`config.mk`:
```
export PLATFORM = sky130hd
export DESIGN_NAME = fl_walker
export DESIGN_NICKNAME = d
export VERILOG_FILES = /design/src/fl_pkg.sv /design/src/fl_walker.sv
export SDC_FILE = /design/constraint.sdc
export NUM_CORES = 1
export LEC_CHECK = 0
export BUFFER_PORTS_ARGS = -buffer_cell sky130_fd_sc_hd__buf_2
export CAP_MARGIN = 20
export CORE_ASPECT_RATIO = 1.5
export CORE_UTILIZATION = 30
export CTS_CLUSTER_DIAMETER = 120
export DETAILED_ROUTE_END_ITERATION = 8
export HOLD_SLACK_MARGIN = 0.06
export SYNTH_ARGS = -nofsm -noshare
export SYNTH_HDL_FRONTEND = slang
export SYNTH_SLANG_ARGS = --single-unit
```
`constraint.sdc`:
```
create_clock -name clk -period 4.4 [get_ports clk]
set_input_delay 0.22 -clock clk [delete_from_list [all_inputs] [get_ports clk]]
set_output_delay 0.22 -clock clk [all_outputs]
set_load 0.03 [all_outputs]
```
`src/fl_pkg.sv`:
```
package fl_pkg;
  localparam int POOL_PAGES = 64;
  localparam int ENTRIES = 512;
  localparam int PAGE_W = $clog2(POOL_PAGES);
  localparam int DEPTH = POOL_PAGES * ENTRIES;
  localparam int ADDR_W = $clog2(DEPTH);
  localparam int IDX_W = 9;
  localparam int NFP_W = $clog2(POOL_PAGES + 1);

  localparam logic [63:0] ADDR_MASK = 64'hFFFF_FFFF_FFFF_F000;
  localparam logic [63:0] FLAG_P = 64'h1;
  localparam logic [63:0] FLAG_RW = 64'h2;
  localparam logic [63:0] FLAG_U = 64'h4;
  localparam logic [63:0] FLAG_NX = 64'h8000_0000_0000_0000;

  localparam logic [1:0] ACT_MAP = 2'd0;
  localparam logic [1:0] ACT_UNMAP = 2'd1;
  localparam logic [1:0] ACT_LOOKUP = 2'd2;
  localparam logic [1:0] ACT_NONE = 2'd3;

  localparam logic [1:0] ST_DONE = 2'd0;
  localparam logic [1:0] ST_ABSENT = 2'd1;
  localparam logic [1:0] ST_NOPAGE = 2'd2;
  localparam logic [1:0] ST_OUTSIDE = 2'd3;

  typedef enum logic [3:0] {
    S_CLEAR, S_IDLE, S_READ, S_WAIT, S_CHECK, S_ZERO, S_LINK, S_LEAF, S_LREAD, S_LWAIT,
    S_DONE
  } state_t;

  typedef struct packed {
    logic we;
    logic [ADDR_W-1:0] waddr;
    logic [63:0] wdata;
    logic [ADDR_W-1:0] raddr;
  } mem_req_t;
endpackage

```
`src/fl_walker.sv`:
```
module fl_walker (
  input  logic               clk,
  input  logic               rst,
  input  logic               start,
  output logic               busy,
  input  logic [1:0]         action,
  input  logic [47:0]        virtual_address,
  input  logic [51:0]        frame_address,
  input  logic               user_access,
  input  logic               no_execute,
  input  logic [39:0]        base,
  input  logic [63:0]        rdata,
  output fl_pkg::mem_req_t   mreq,
  output logic               done,
  output logic [63:0]        entry,
  output logic [1:0]         status,
  output logic               invalidate
);
  import fl_pkg::*;

  state_t state, state_next;
  logic [ADDR_W-1:0] cnt, cnt_next;
  logic [1:0] lvl, lvl_next;
  logic [PAGE_W-1:0] page, page_next;
  logic [PAGE_W-1:0] np, np_next;
  logic [NFP_W-1:0] nfp, nfp_next;
  logic [1:0] act;
  logic [47:0] va;
  logic [51:0] pa;
  logic ub, nx;
  logic [63:0] res, res_next;
  logic [1:0] st, st_next;
  logic inv, inv_next;
  logic [IDX_W-1:0] idx;
  logic [39:0] rel;
  logic [39:0] npfr;

  always_comb begin
    case (lvl)
      2'd0: idx = va[47:39];
      2'd1: idx = va[38:30];
      2'd2: idx = va[29:21];
      default: idx = va[20:12];
    endcase
  end

  assign rel = rdata[51:12] - base;
  assign npfr = base + 40'(np);
  assign busy = (state != S_IDLE);

  always_ff @(posedge clk) begin
    if (rst) begin
      state <= S_CLEAR;
      cnt <= '0;
      nfp <= NFP_W'(1);
    end else begin
      state <= state_next;
      cnt <= cnt_next;
      nfp <= nfp_next;
    end
    lvl <= lvl_next;
    page <= page_next;
    np <= np_next;
    res <= res_next;
    st <= st_next;
    inv <= inv_next;
    if (start && !busy) begin
      act <= action;
      va <= virtual_address;
      pa <= frame_address;
      ub <= user_access;
      nx <= no_execute;
    end
  end

  always_comb begin
    state_next = state;
    cnt_next = cnt;
    lvl_next = lvl;
    page_next = page;
    np_next = np;
    nfp_next = nfp;
    res_next = res;
    st_next = st;
    inv_next = inv;
    mreq = '0;
    mreq.raddr = {page, idx};
    done = 1'b0;
    case (state)
      S_CLEAR: begin
        // sweep the whole store to zero after reset
        mreq.we = 1'b1;
        mreq.waddr = cnt;
        cnt_next = cnt + 1'b1;
        if (cnt == ADDR_W'(DEPTH - 1)) state_next = S_IDLE;
      end
      S_IDLE: begin
        lvl_next = '0;
        page_next = '0;
        res_next = '0;
        st_next = ST_DONE;
        inv_next = 1'b0;
        if (start) begin
          state_next = (action == ACT_NONE) ? S_DONE : S_READ;
        end
      end
      S_READ: state_next = S_WAIT;
      S_WAIT: state_next = S_CHECK;
      S_CHECK: begin
        if (!rdata[0]) begin
          if (act != ACT_MAP) begin
            st_next = ST_ABSENT;
            state_next = S_DONE;
          end else if (nfp >= NFP_W'(POOL_PAGES)) begin
            st_next = ST_NOPAGE;
            state_next = S_DONE;
          end else begin
            np_next = nfp[PAGE_W-1:0];
            nfp_next = nfp + 1'b1;
            cnt_next = '0;
            state_next = S_ZERO;
          end
        end else if (rel >= 40'(POOL_PAGES)) begin
          st_next = ST_OUTSIDE;
          state_next = S_DONE;
        end else begin
          page_next = rel[PAGE_W-1:0];
          lvl_next = lvl + 1'b1;
          state_next = (lvl == 2'd2) ? S_LEAF : S_READ;
        end
      end
      S_ZERO: begin
        // clear the new table one entry a cycle
        mreq.we = 1'b1;
        mreq.waddr = {np, cnt[IDX_W-1:0]};
        cnt_next = cnt + 1'b1;
        if (cnt[IDX_W-1:0] == IDX_W'(ENTRIES - 1)) state_next = S_LINK;
      end
      S_LINK: begin
        mreq.we = 1'b1;
        mreq.waddr = {page, idx};
        mreq.wdata = {12'd0, npfr, 12'd0} | FLAG_P | FLAG_RW | (ub ? FLAG_U : 64'd0);
        page_next = np;
        lvl_next = lvl + 1'b1;
        state_next = (lvl == 2'd2) ? S_LEAF : S_READ;
      end
      S_LEAF: begin
        if (act == ACT_MAP) begin
          mreq.we = 1'b1;
          mreq.waddr = {page, idx};
          mreq.wdata = ({12'd0, pa} & ADDR_MASK) | (ub ? FLAG_U : 64'd0)
                       | (nx ? FLAG_NX : 64'd0) | FLAG_P | FLAG_RW;
          res_next = mreq.wdata;
          inv_next = 1'b1;
          state_next = S_DONE;
        end else if (act == ACT_UNMAP) begin
          mreq.we = 1'b1;
          mreq.waddr = {page, idx};
          inv_next = 1'b1;
          state_next = S_DONE;
        end else begin
          state_next = S_LWAIT;
        end
      end
      S_LREAD: state_next = S_LWAIT;
      S_LWAIT: begin
        res_next = rdata;
        state_next = S_DONE;
      end
      S_DONE: begin
        done = 1'b1;
        state_next = S_IDLE;
      end
      default: state_next = S_IDLE;
    endcase
  end

  assign entry = res;
  assign status = st;
  assign invalidate = inv;
endmodule

```
## Word level (Yosys, flattened, before mapping)

Index checks and enable logic that the tools add are counted.

- Output and inout port bits: 164
- Input port bits: 211
- Register bits: 211

- Bitwise logic cells: 6
- Add/sub/neg operators: 5
- Order comparisons: 2
- Equality and inequality tests: 29
- Reduce and logical (&&, ||, !) cells: 19
- Mux-type cells: 41

Operator list:

| kind | number |
|---|---|
| $mux 64 | 3 |
| $pmux 64 s3 | 1 |
| $or 52x64->64 | 2 |
| $pmux 64 s2 | 1 |
| $pmux 16 s4 | 1 |
| $or 52x3->52 | 1 |
| $mux 15 | 3 |
| $add 40x6->40 | 1 |
| $ge 40x7->1 const B | 1 |
| $pmux 4 s10 | 1 |
| $sub 40x40->40 | 1 |
| $mux 4 | 9 |
| $mux 16 | 2 |
| $pmux 15 s2 | 1 |
| $pmux 9 s3 | 1 |
| $ne 2x2->1 const B | 9 |
| $pmux 6 s3 | 1 |
| $eq 4x3->1 const B | 4 |
| $add 15x1->15 const B | 1 |
| $eq 15x15->1 const B | 1 |
| $mux 2 | 7 |
| $eq 4x4->1 const B | 3 |
| $mux 6 | 2 |
| $eq 9x9->1 const B | 1 |
| other kinds (26) | 44 |

## Longest topological paths before layout

Gate-level depths: netlist of the first run.

- Depth after elaboration: 5
- Mapped depth: 13

## Worst setup path after synthesis of the first run

No wires, ideal clock.

- Kind: reg2reg
- From: register state[0]
- To: register res[0], in the netlist entry[0] (enable)
- Path slack: -27 ps
- Arrival: 3919 ps
- Library setup time: 508 ps
- Cell stages (with the launch flop): 4
- Buffers on the path: 1
- Period minus slack after synthesis: 4427 ps
- Cells stage by stage: dfxtp_1 clkbuf_1 nand3_1 o22ai_1

- Cells in the longest elaborated chain, start to end: 3

Ends and longest elaborated chain:

| element | line | source |
|---|---|---|
| start: declaration | fl_walker.sv:21 | `state_t state, state_next;` |
| start signal: assignment | fl_walker.sv:57 | `state <= state_next;` |
| $eq 4x3->1, or another cell as far along | fl_walker.sv:89 | `case (state)` |
| $ne 2x2->1 (no source line) / $reduce_bool 3->1 (equally long branches) | - |  |
| $reduce_and 2->1 (no source line) * | - |  |
| end signal: assignment | fl_walker.sv:64 | `res <= res_next;` |
| end: declaration | fl_walker.sv:31 | `logic [63:0] res, res_next;` |

Every way passes the cells marked *; elsewhere a longest branch is shown, timed or not.
A chain may end at the register's enable or synchronous reset.

## Worst setup path in the final report of the first run

- From: input port rdata[30]
- To: register page[2] (enable)

- Cells in the longest elaborated chain, start to end: 4

Ends and longest elaborated chain:

| element | line | source |
|---|---|---|
| start: declaration | fl_walker.sv:12 | `input logic [63:0] rdata,` |
| $sub 40x40->40 | fl_walker.sv:47 | `assign rel = rdata[51:12] - base;` |
| $ge 40x7->1 | fl_walker.sv:123 | `end else if (rel >= 40'(POOL_PAGES)) begin` |
| $ne 2x2->1 (no source line) | - |  |
| $reduce_and 3->1 (no source line) | - |  |
| end signal: assignment | fl_walker.sv:62 | `page <= page_next;` |
| end: declaration | fl_walker.sv:24 | `logic [PAGE_W-1:0] page, page_next;` |

Every way passes these cells.

==> results of run 1 <==
## routing by layer
| metal | vias up | GRT usage (%) | share of wire [%] |
|---|---|---|---|
| met4 | 0 | 8.60 | 2.8 |
| met2 | 430 | 41.2 | 55 |
| met3 | 78 | 3.73 | 4.9 |
| li1 | 5262 | - | - |
| met1 | 5417 | 24.3 | 38 |
| met5 | - | 0 | 0 |
## critical path, stage by stage
cell and delay [ns]:
dlygate4sd3_1 0.53, buf_2 0.13, ha_1 0.28, buf_4 0.15
and3_1 0.18, nand2_1 0.09, or3_1 0.38, a31o_1 0.20
a21oi_1 0.16, o221ai_1 0.13, or4_1 0.58, or4_1 0.60
nor3_1 0.36, a211o_1 0.23, buf_12 0.13
## layout make-up
cell class,instances,area [µm²]
repair buffers,500,3230
fillers,3755,22600
flip-flops and latches,187,5360
well taps,495,619
inverters,72,270
multi-input cells,845,5770
clock buffers,19,443
clock inverters,13,143
## cell families (layout without fill, tap and decap cells)
group,Yosys count,count (layout),synth area share [%]
flip-flops,187,187,45.8
multiplexers,12,12,1.03
AO/OA/AOI/OAI,341,341,21.2
adder cells (fa/ha/maj),55,55,6.02
buffers and inverters,149,604,5.80
AND/OR/NAND/NOR,353,353,15.3
other,1,20,0.0321
XOR/XNOR,64,64,4.80
## registers in the layout (all words and copies together) (netlist names), 2 cells and up
signal and cells:
va 36, entry 64, nfp 7, act 2
pa 40, np 6, state 4, page 6
status 2, cnt 15, lvl 2
## cell usage in the layout, fill, tap and decap left out, types with 24 or more instances in the layout
cell type,count
edfxtp_1,161
nor3_1,26
nor2_1,70
dlygate4sd3_1,110
nand3_1,26
buf_2,330
and2_1,24
a21oi_1,69
nand2_1,86
buf_4,58
inv_1,71
ha_1,53
xnor2_1,44
nand4_1,30
dfxtp_1,26
a22o_1,86
o21ai_0,46
## worst min path at each step
stage          slack [ns]                 from  depth (start not counted)        end
3_3_place_gp         0.40  virtual_address[13]                          1     va[13]
3_5_place_dp         0.40  virtual_address[15]                          1     va[15]
2_1_floorplan        0.32            action[0]                          0     act[0]
6_report             0.09            rdata[36]                          2  entry[36]
5_1_grt              0.07            rdata[28]                          2  entry[28]
4_1_cts              0.06            rdata[28]                          2  entry[28]
## timing repair
item,in CTS,in global routing
endpoints found under the setup margin,0,8
hold endpoints to repair,110,0
hold buffers,110,0
gates resized for setup,0,1
## power by group
group          internal [mW]  switching [mW]  total (mW)
registers               1.91         0.00376        1.91
logic                  0.343           0.432       0.775
clock network          0.856           0.743        1.60
## per-stage QoR
stage          hold WS (ns)  worst slack (ns)  std cells  util, %
3_3_place_gp          0.397            -0.171       1989     36.8
2_1_floorplan         0.319             0.630       1181        -
3_5_place_dp          0.398            -0.213       1989     36.8
6_report             0.0869             0.204       2131     41.2
5_1_grt              0.0731            0.0524       2131     41.2
4_1_cts              0.0610             0.151       2131     41.2
==> flow_metrics.env, run 1 <==
export IMPL_status="finished, final reports clean"
export IMPL_routed_wirelength_mm=44.0
export IMPL_peakVddDrop_mv=0.201
export IMPL_start_util_pct=30.4
export IMPL_drt_pass1_iterations=5
export IMPL_end_kind="flop"
export IMPL_synthFlopType="edfxtp_1"
export IMPL_syn_area_um2=11700
export IMPL_timing_fmax_mhz=238
export IMPL_r2r_end="cnt[13]"
export IMPL_yosys_top_cells_count="edfxtp_1 (161), a22o_1 (86), nand2_1 (86)"
export IMPL_core_um2=38400
export IMPL_cts_buffers_inserted=17
export IMPL_dpl_hpwl_mm=33.9
export IMPL_grt_util_all_layers_pct=22.1
export IMPL_grt_pass1_wl_mm=65.8
export IMPL_hold_class="in2reg"
export IMPL_die_y_um=244
export IMPL_hold_violations=0
export IMPL_min_period_ns=4.20
export IMPL_path_clk_slew_ns=0.08
export IMPL_finalClockSkew_ns=0.0127
export IMPL_synthArstFlopShare_pct=0
export IMPL_detail_route_vias_per_cell=5.25
export IMPL_r2r_slack_ns=1.19
export IMPL_cts_setup_buffers=0
export IMPL_cts_root_buf="clkbuf_16"
export IMPL_synth_distinct_cells=75
export IMPL_htree_levels=4
export IMPL_critPathArrivalTime_ns=4.38
export IMPL_p_per_area_nw_per_um2=271
export IMPL_slew_headroom_pct=53.7
export IMPL_worstSetupEndpoint="page[2]"
export IMPL_fp_dieW_um=163
export IMPL_clk_latency_ns=0.47
export IMPL_avgSynthCellArea_um2=10.1
export IMPL_nets=1889
export IMPL_drc=0
export IMPL_synth_most_common_cell="edfxtp_1"
export IMPL_vias=11200
export IMPL_gp_congestion=0.960
export IMPL_synth_edf_count=161
export IMPL_clock_path_buffers=2
export IMPL_wl_per_cell_um=20.6
export IMPL_fin_area_um2=15800
export IMPL_r2r_start="state[2]"
export IMPL_syn_inst=1162
export IMPL_synth_area_leader_cell="edfxtp_1"
export IMPL_drv_slew=0
export IMPL_required_ns=4.58
export IMPL_grt_pass1_vias=11500
export IMPL_antenna_found_initial=1
export IMPL_netlist_area_leader_share_pct=41.4
export IMPL_cp_start_kind="input port"
export IMPL_yosysWarningCount=0
export IMPL_areaGrowthSynthToFinish_pct=35.5
export IMPL_drt_iter0_drc=875
export IMPL_crit_path_start="rdata[30]"
export IMPL_rsz0062_at_grt="no"
export IMPL_overflow=0
export IMPL_ant_nets=0
export IMPL_placed_area_um2=14100
export IMPL_drive_gt1_share_pct=27.6
export IMPL_crit_type="in2reg"
export IMPL_p_total_mw=4.29
export IMPL_synth_area_leaders="edfxtp_1 (41%), a22o_1 (6.4%), ha_1 (5.7%), dfxtp_1 (4.5%), xnor2_1 (3.3%)"
export IMPL_fin_setup_tns_ns=0
export IMPL_cts_num_sinks=187
export IMPL_worstMarginPinSlew_ns=0.693
export IMPL_period_share_pct=95.4
export IMPL_r2r_cells=9
export IMPL_die_area_um2=39800
export IMPL_ys_ff_latch=187
export IMPL_cts_tree="done"
export IMPL_diodes=0
export IMPL_max_cap_violations=0
export IMPL_setup_viol=0
export IMPL_worstPathMaxFanout=8
export IMPL_yosysSeqAreaShare_pct=45.8
export IMPL_p_leak_nw=6.76
export IMPL_port_buffers=330
export IMPL_rows=88
export IMPL_grt_max_degree=46
export IMPL_boundaryPins=375
No activity file was read; power rests on OpenSTA's default activity.
==> run 2: changes to the inputs <==
Settings changed: BUFFER_PORTS_ARGS -buffer_cell sky130_fd_sc_hd__buf_2 to -buffer_cell sky130_fd_sc_hd__clkbuf_2.
==> flow_metrics.env, run 2 (synthesized netlist as in run 1, its figures left out) <==
export IMPL_slew_headroom_pct=49.6
export IMPL_mostFrequentLayoutCells="clkbuf_2 (330), edfxtp_1 (161), dlygate4sd3_1 (110)"
export IMPL_start_util_pct=30.4
export IMPL_boundaryPins=375
export IMPL_hold_start="rdata[31]"
export IMPL_power_switching_mw=1.23
export IMPL_antenna_found_initial=2
export IMPL_pwr_share_seq_pct=45.1
export IMPL_drive_gt1_share_pct=27.4
export IMPL_grt_max_degree=48
export IMPL_r2r_slack_ns=1.10
export IMPL_r2r_cells=9
export IMPL_vias=11200
export IMPL_required_ns=4.57
export IMPL_drc=0
export IMPL_overflow=0
export IMPL_crit_path_start="rdata[26]"
export IMPL_critPathArrivalTime_ns=4.38
export IMPL_crit_type="in2reg"
export IMPL_clk_latency_ns=0.46
export IMPL_p_comb_share_pct=18.2
export IMPL_p_leak_nw=6.68
export IMPL_wl_per_cell_um=20.6
export IMPL_p_int_mw=3.00
export IMPL_hold_violations=0
export IMPL_htree_levels=4
export IMPL_path_clk_slew_ns=0.08
export IMPL_cts_num_sinks=187
export IMPL_clock_path_buffers=2
export IMPL_gp_congestion=0.944
export IMPL_fin_ws_ns=0.190
export IMPL_grt_pass1_vias=11500
export IMPL_drv_slew=0
export IMPL_cts_buffers_inserted=17
export IMPL_grt_pass1_wl_mm=65.4
export IMPL_rows=88
export IMPL_drt_pass1_iterations=8
export IMPL_layout_cells_non_filler=2124
export IMPL_die_y_um=244
export IMPL_fp_dieW_um=163
export IMPL_areaGrowthSynthToFinish_pct=35.0
export IMPL_fin_setup_tns_ns=0
export IMPL_grt_util_all_layers_pct=21.9
export IMPL_status="finished, final reports clean"
export IMPL_dp_cells=1981
export IMPL_port_buffers=330
export IMPL_peakVddDrop_mv=0.233
export IMPL_detail_route_vias_per_cell=5.25
export IMPL_worstPathMaxFanout=8
export IMPL_rsz0062_at_grt="no"
export IMPL_cts_setup_buffers=0
export IMPL_core_um2=38400
export IMPL_r2r_end="cnt[13]"
export IMPL_hold_ws_ns=0.101
export IMPL_largest_reg_flops=64
export IMPL_hold_end="entry[31]"
export IMPL_finalClockSkew_ns=0.0122
export IMPL_routed_wirelength_mm=43.7
export IMPL_period_share_pct=95.7
export IMPL_cp_start_kind="input port"
export IMPL_ant_nets=0
export IMPL_clock_power_share_pct=36.7
export IMPL_final_common_cell="clkbuf_2"
export IMPL_worstMarginPinSlew_ns=0.754
export IMPL_cts_root_buf="clkbuf_16"
export IMPL_cts_tree="done"
export IMPL_dpl_hpwl_mm=33.7
export IMPL_drt_iter0_drc=840
export IMPL_timing_fmax_mhz=238
export IMPL_setup_viol=0
export IMPL_hold_class="in2reg"
export IMPL_min_period_ns=4.21
export IMPL_p_total_mw=4.24
export IMPL_nets=1881
export IMPL_p_per_area_nw_per_um2=269
export IMPL_whs_path_depth=2
export IMPL_end_kind="flop"
export IMPL_r2r_start="state[2]"
export IMPL_die_area_um2=39800
export IMPL_dp_slack_ns=-0.112
export IMPL_sw_frac_of_total_pct=29.1
export IMPL_max_cap_violations=0
[run 2: layer usage]
metal  routed length, µm  track usage, %  vias up
met5                   0               0        -
met1               16100            23.3     5378
met2               23700            41.2      428
li1                    -               -     5253
met4                1550            9.46        0
met3                2420            4.19       91
[run 2: layout make-up]
class / instances / area, µm²
tap: 495 / 619
antenna: 1 / 2.50
clock buffer: 17 / 425
clock inverter: 15 / 154
multi-input combinational: 845 / 5770
timing repair buffer: 492 / 3170
sequential: 187 / 5360
fill: 3724 / 22700
inverter: 72 / 270
[run 2: worst max-delay path, stage by stage]
cell and delay, ns:
dlygate4sd3_1 0.55, clkbuf_2 0.13, ha_1 0.29, buf_4 0.14
nand2_1 0.07, o21ai_1 0.36, nor2b_1 0.09, a211o_1 0.41
a21boi_0 0.20, o2111ai_1 0.15, or4_1 0.46, or4_1 0.61
nor3_1 0.33, a211o_1 0.22, buf_12 0.13
[run 2: timing repair]
| action | CTS | global route |
|---|---|---|
| hold buffers | 110 | 0 |
| gates resized for setup | 0 | 2 |
| hold endpoints to repair | 110 | 0 |
| endpoints found under the setup margin | 0 | 11 |
[run 2: worst max path at each step]
stage | endpoint | cells past startpoint
finish | page[4] | 15
global route | page[5] | 15
CTS | page[4] | 15
detailed placement | page[2] | 15
global placement | page[4] | 15
floorplan | lvl[0] | 13
[run 2: metrics by stage]
step / utilization (%) / instance area [µm²]
floorplan: - / 11800
global placement: 36.6 / 14100
detailed placement: 36.6 / 14100
CTS: 41.0 / 15800
global route: 41.0 / 15800
finish: 41.0 / 15800
[run 2: power groups by stage]
stage | registers (mW) | logic (mW) | clock network (mW)
finish | 1.91 | 0.770 | 1.55
global route | 1.91 | 0.835 | 1.66
CTS | 1.91 | 0.759 | 1.59
detailed placement | 1.95 | 0.675 | 0
global placement | 1.95 | 0.673 | 0
floorplan | 1.95 | 0.421 | 0
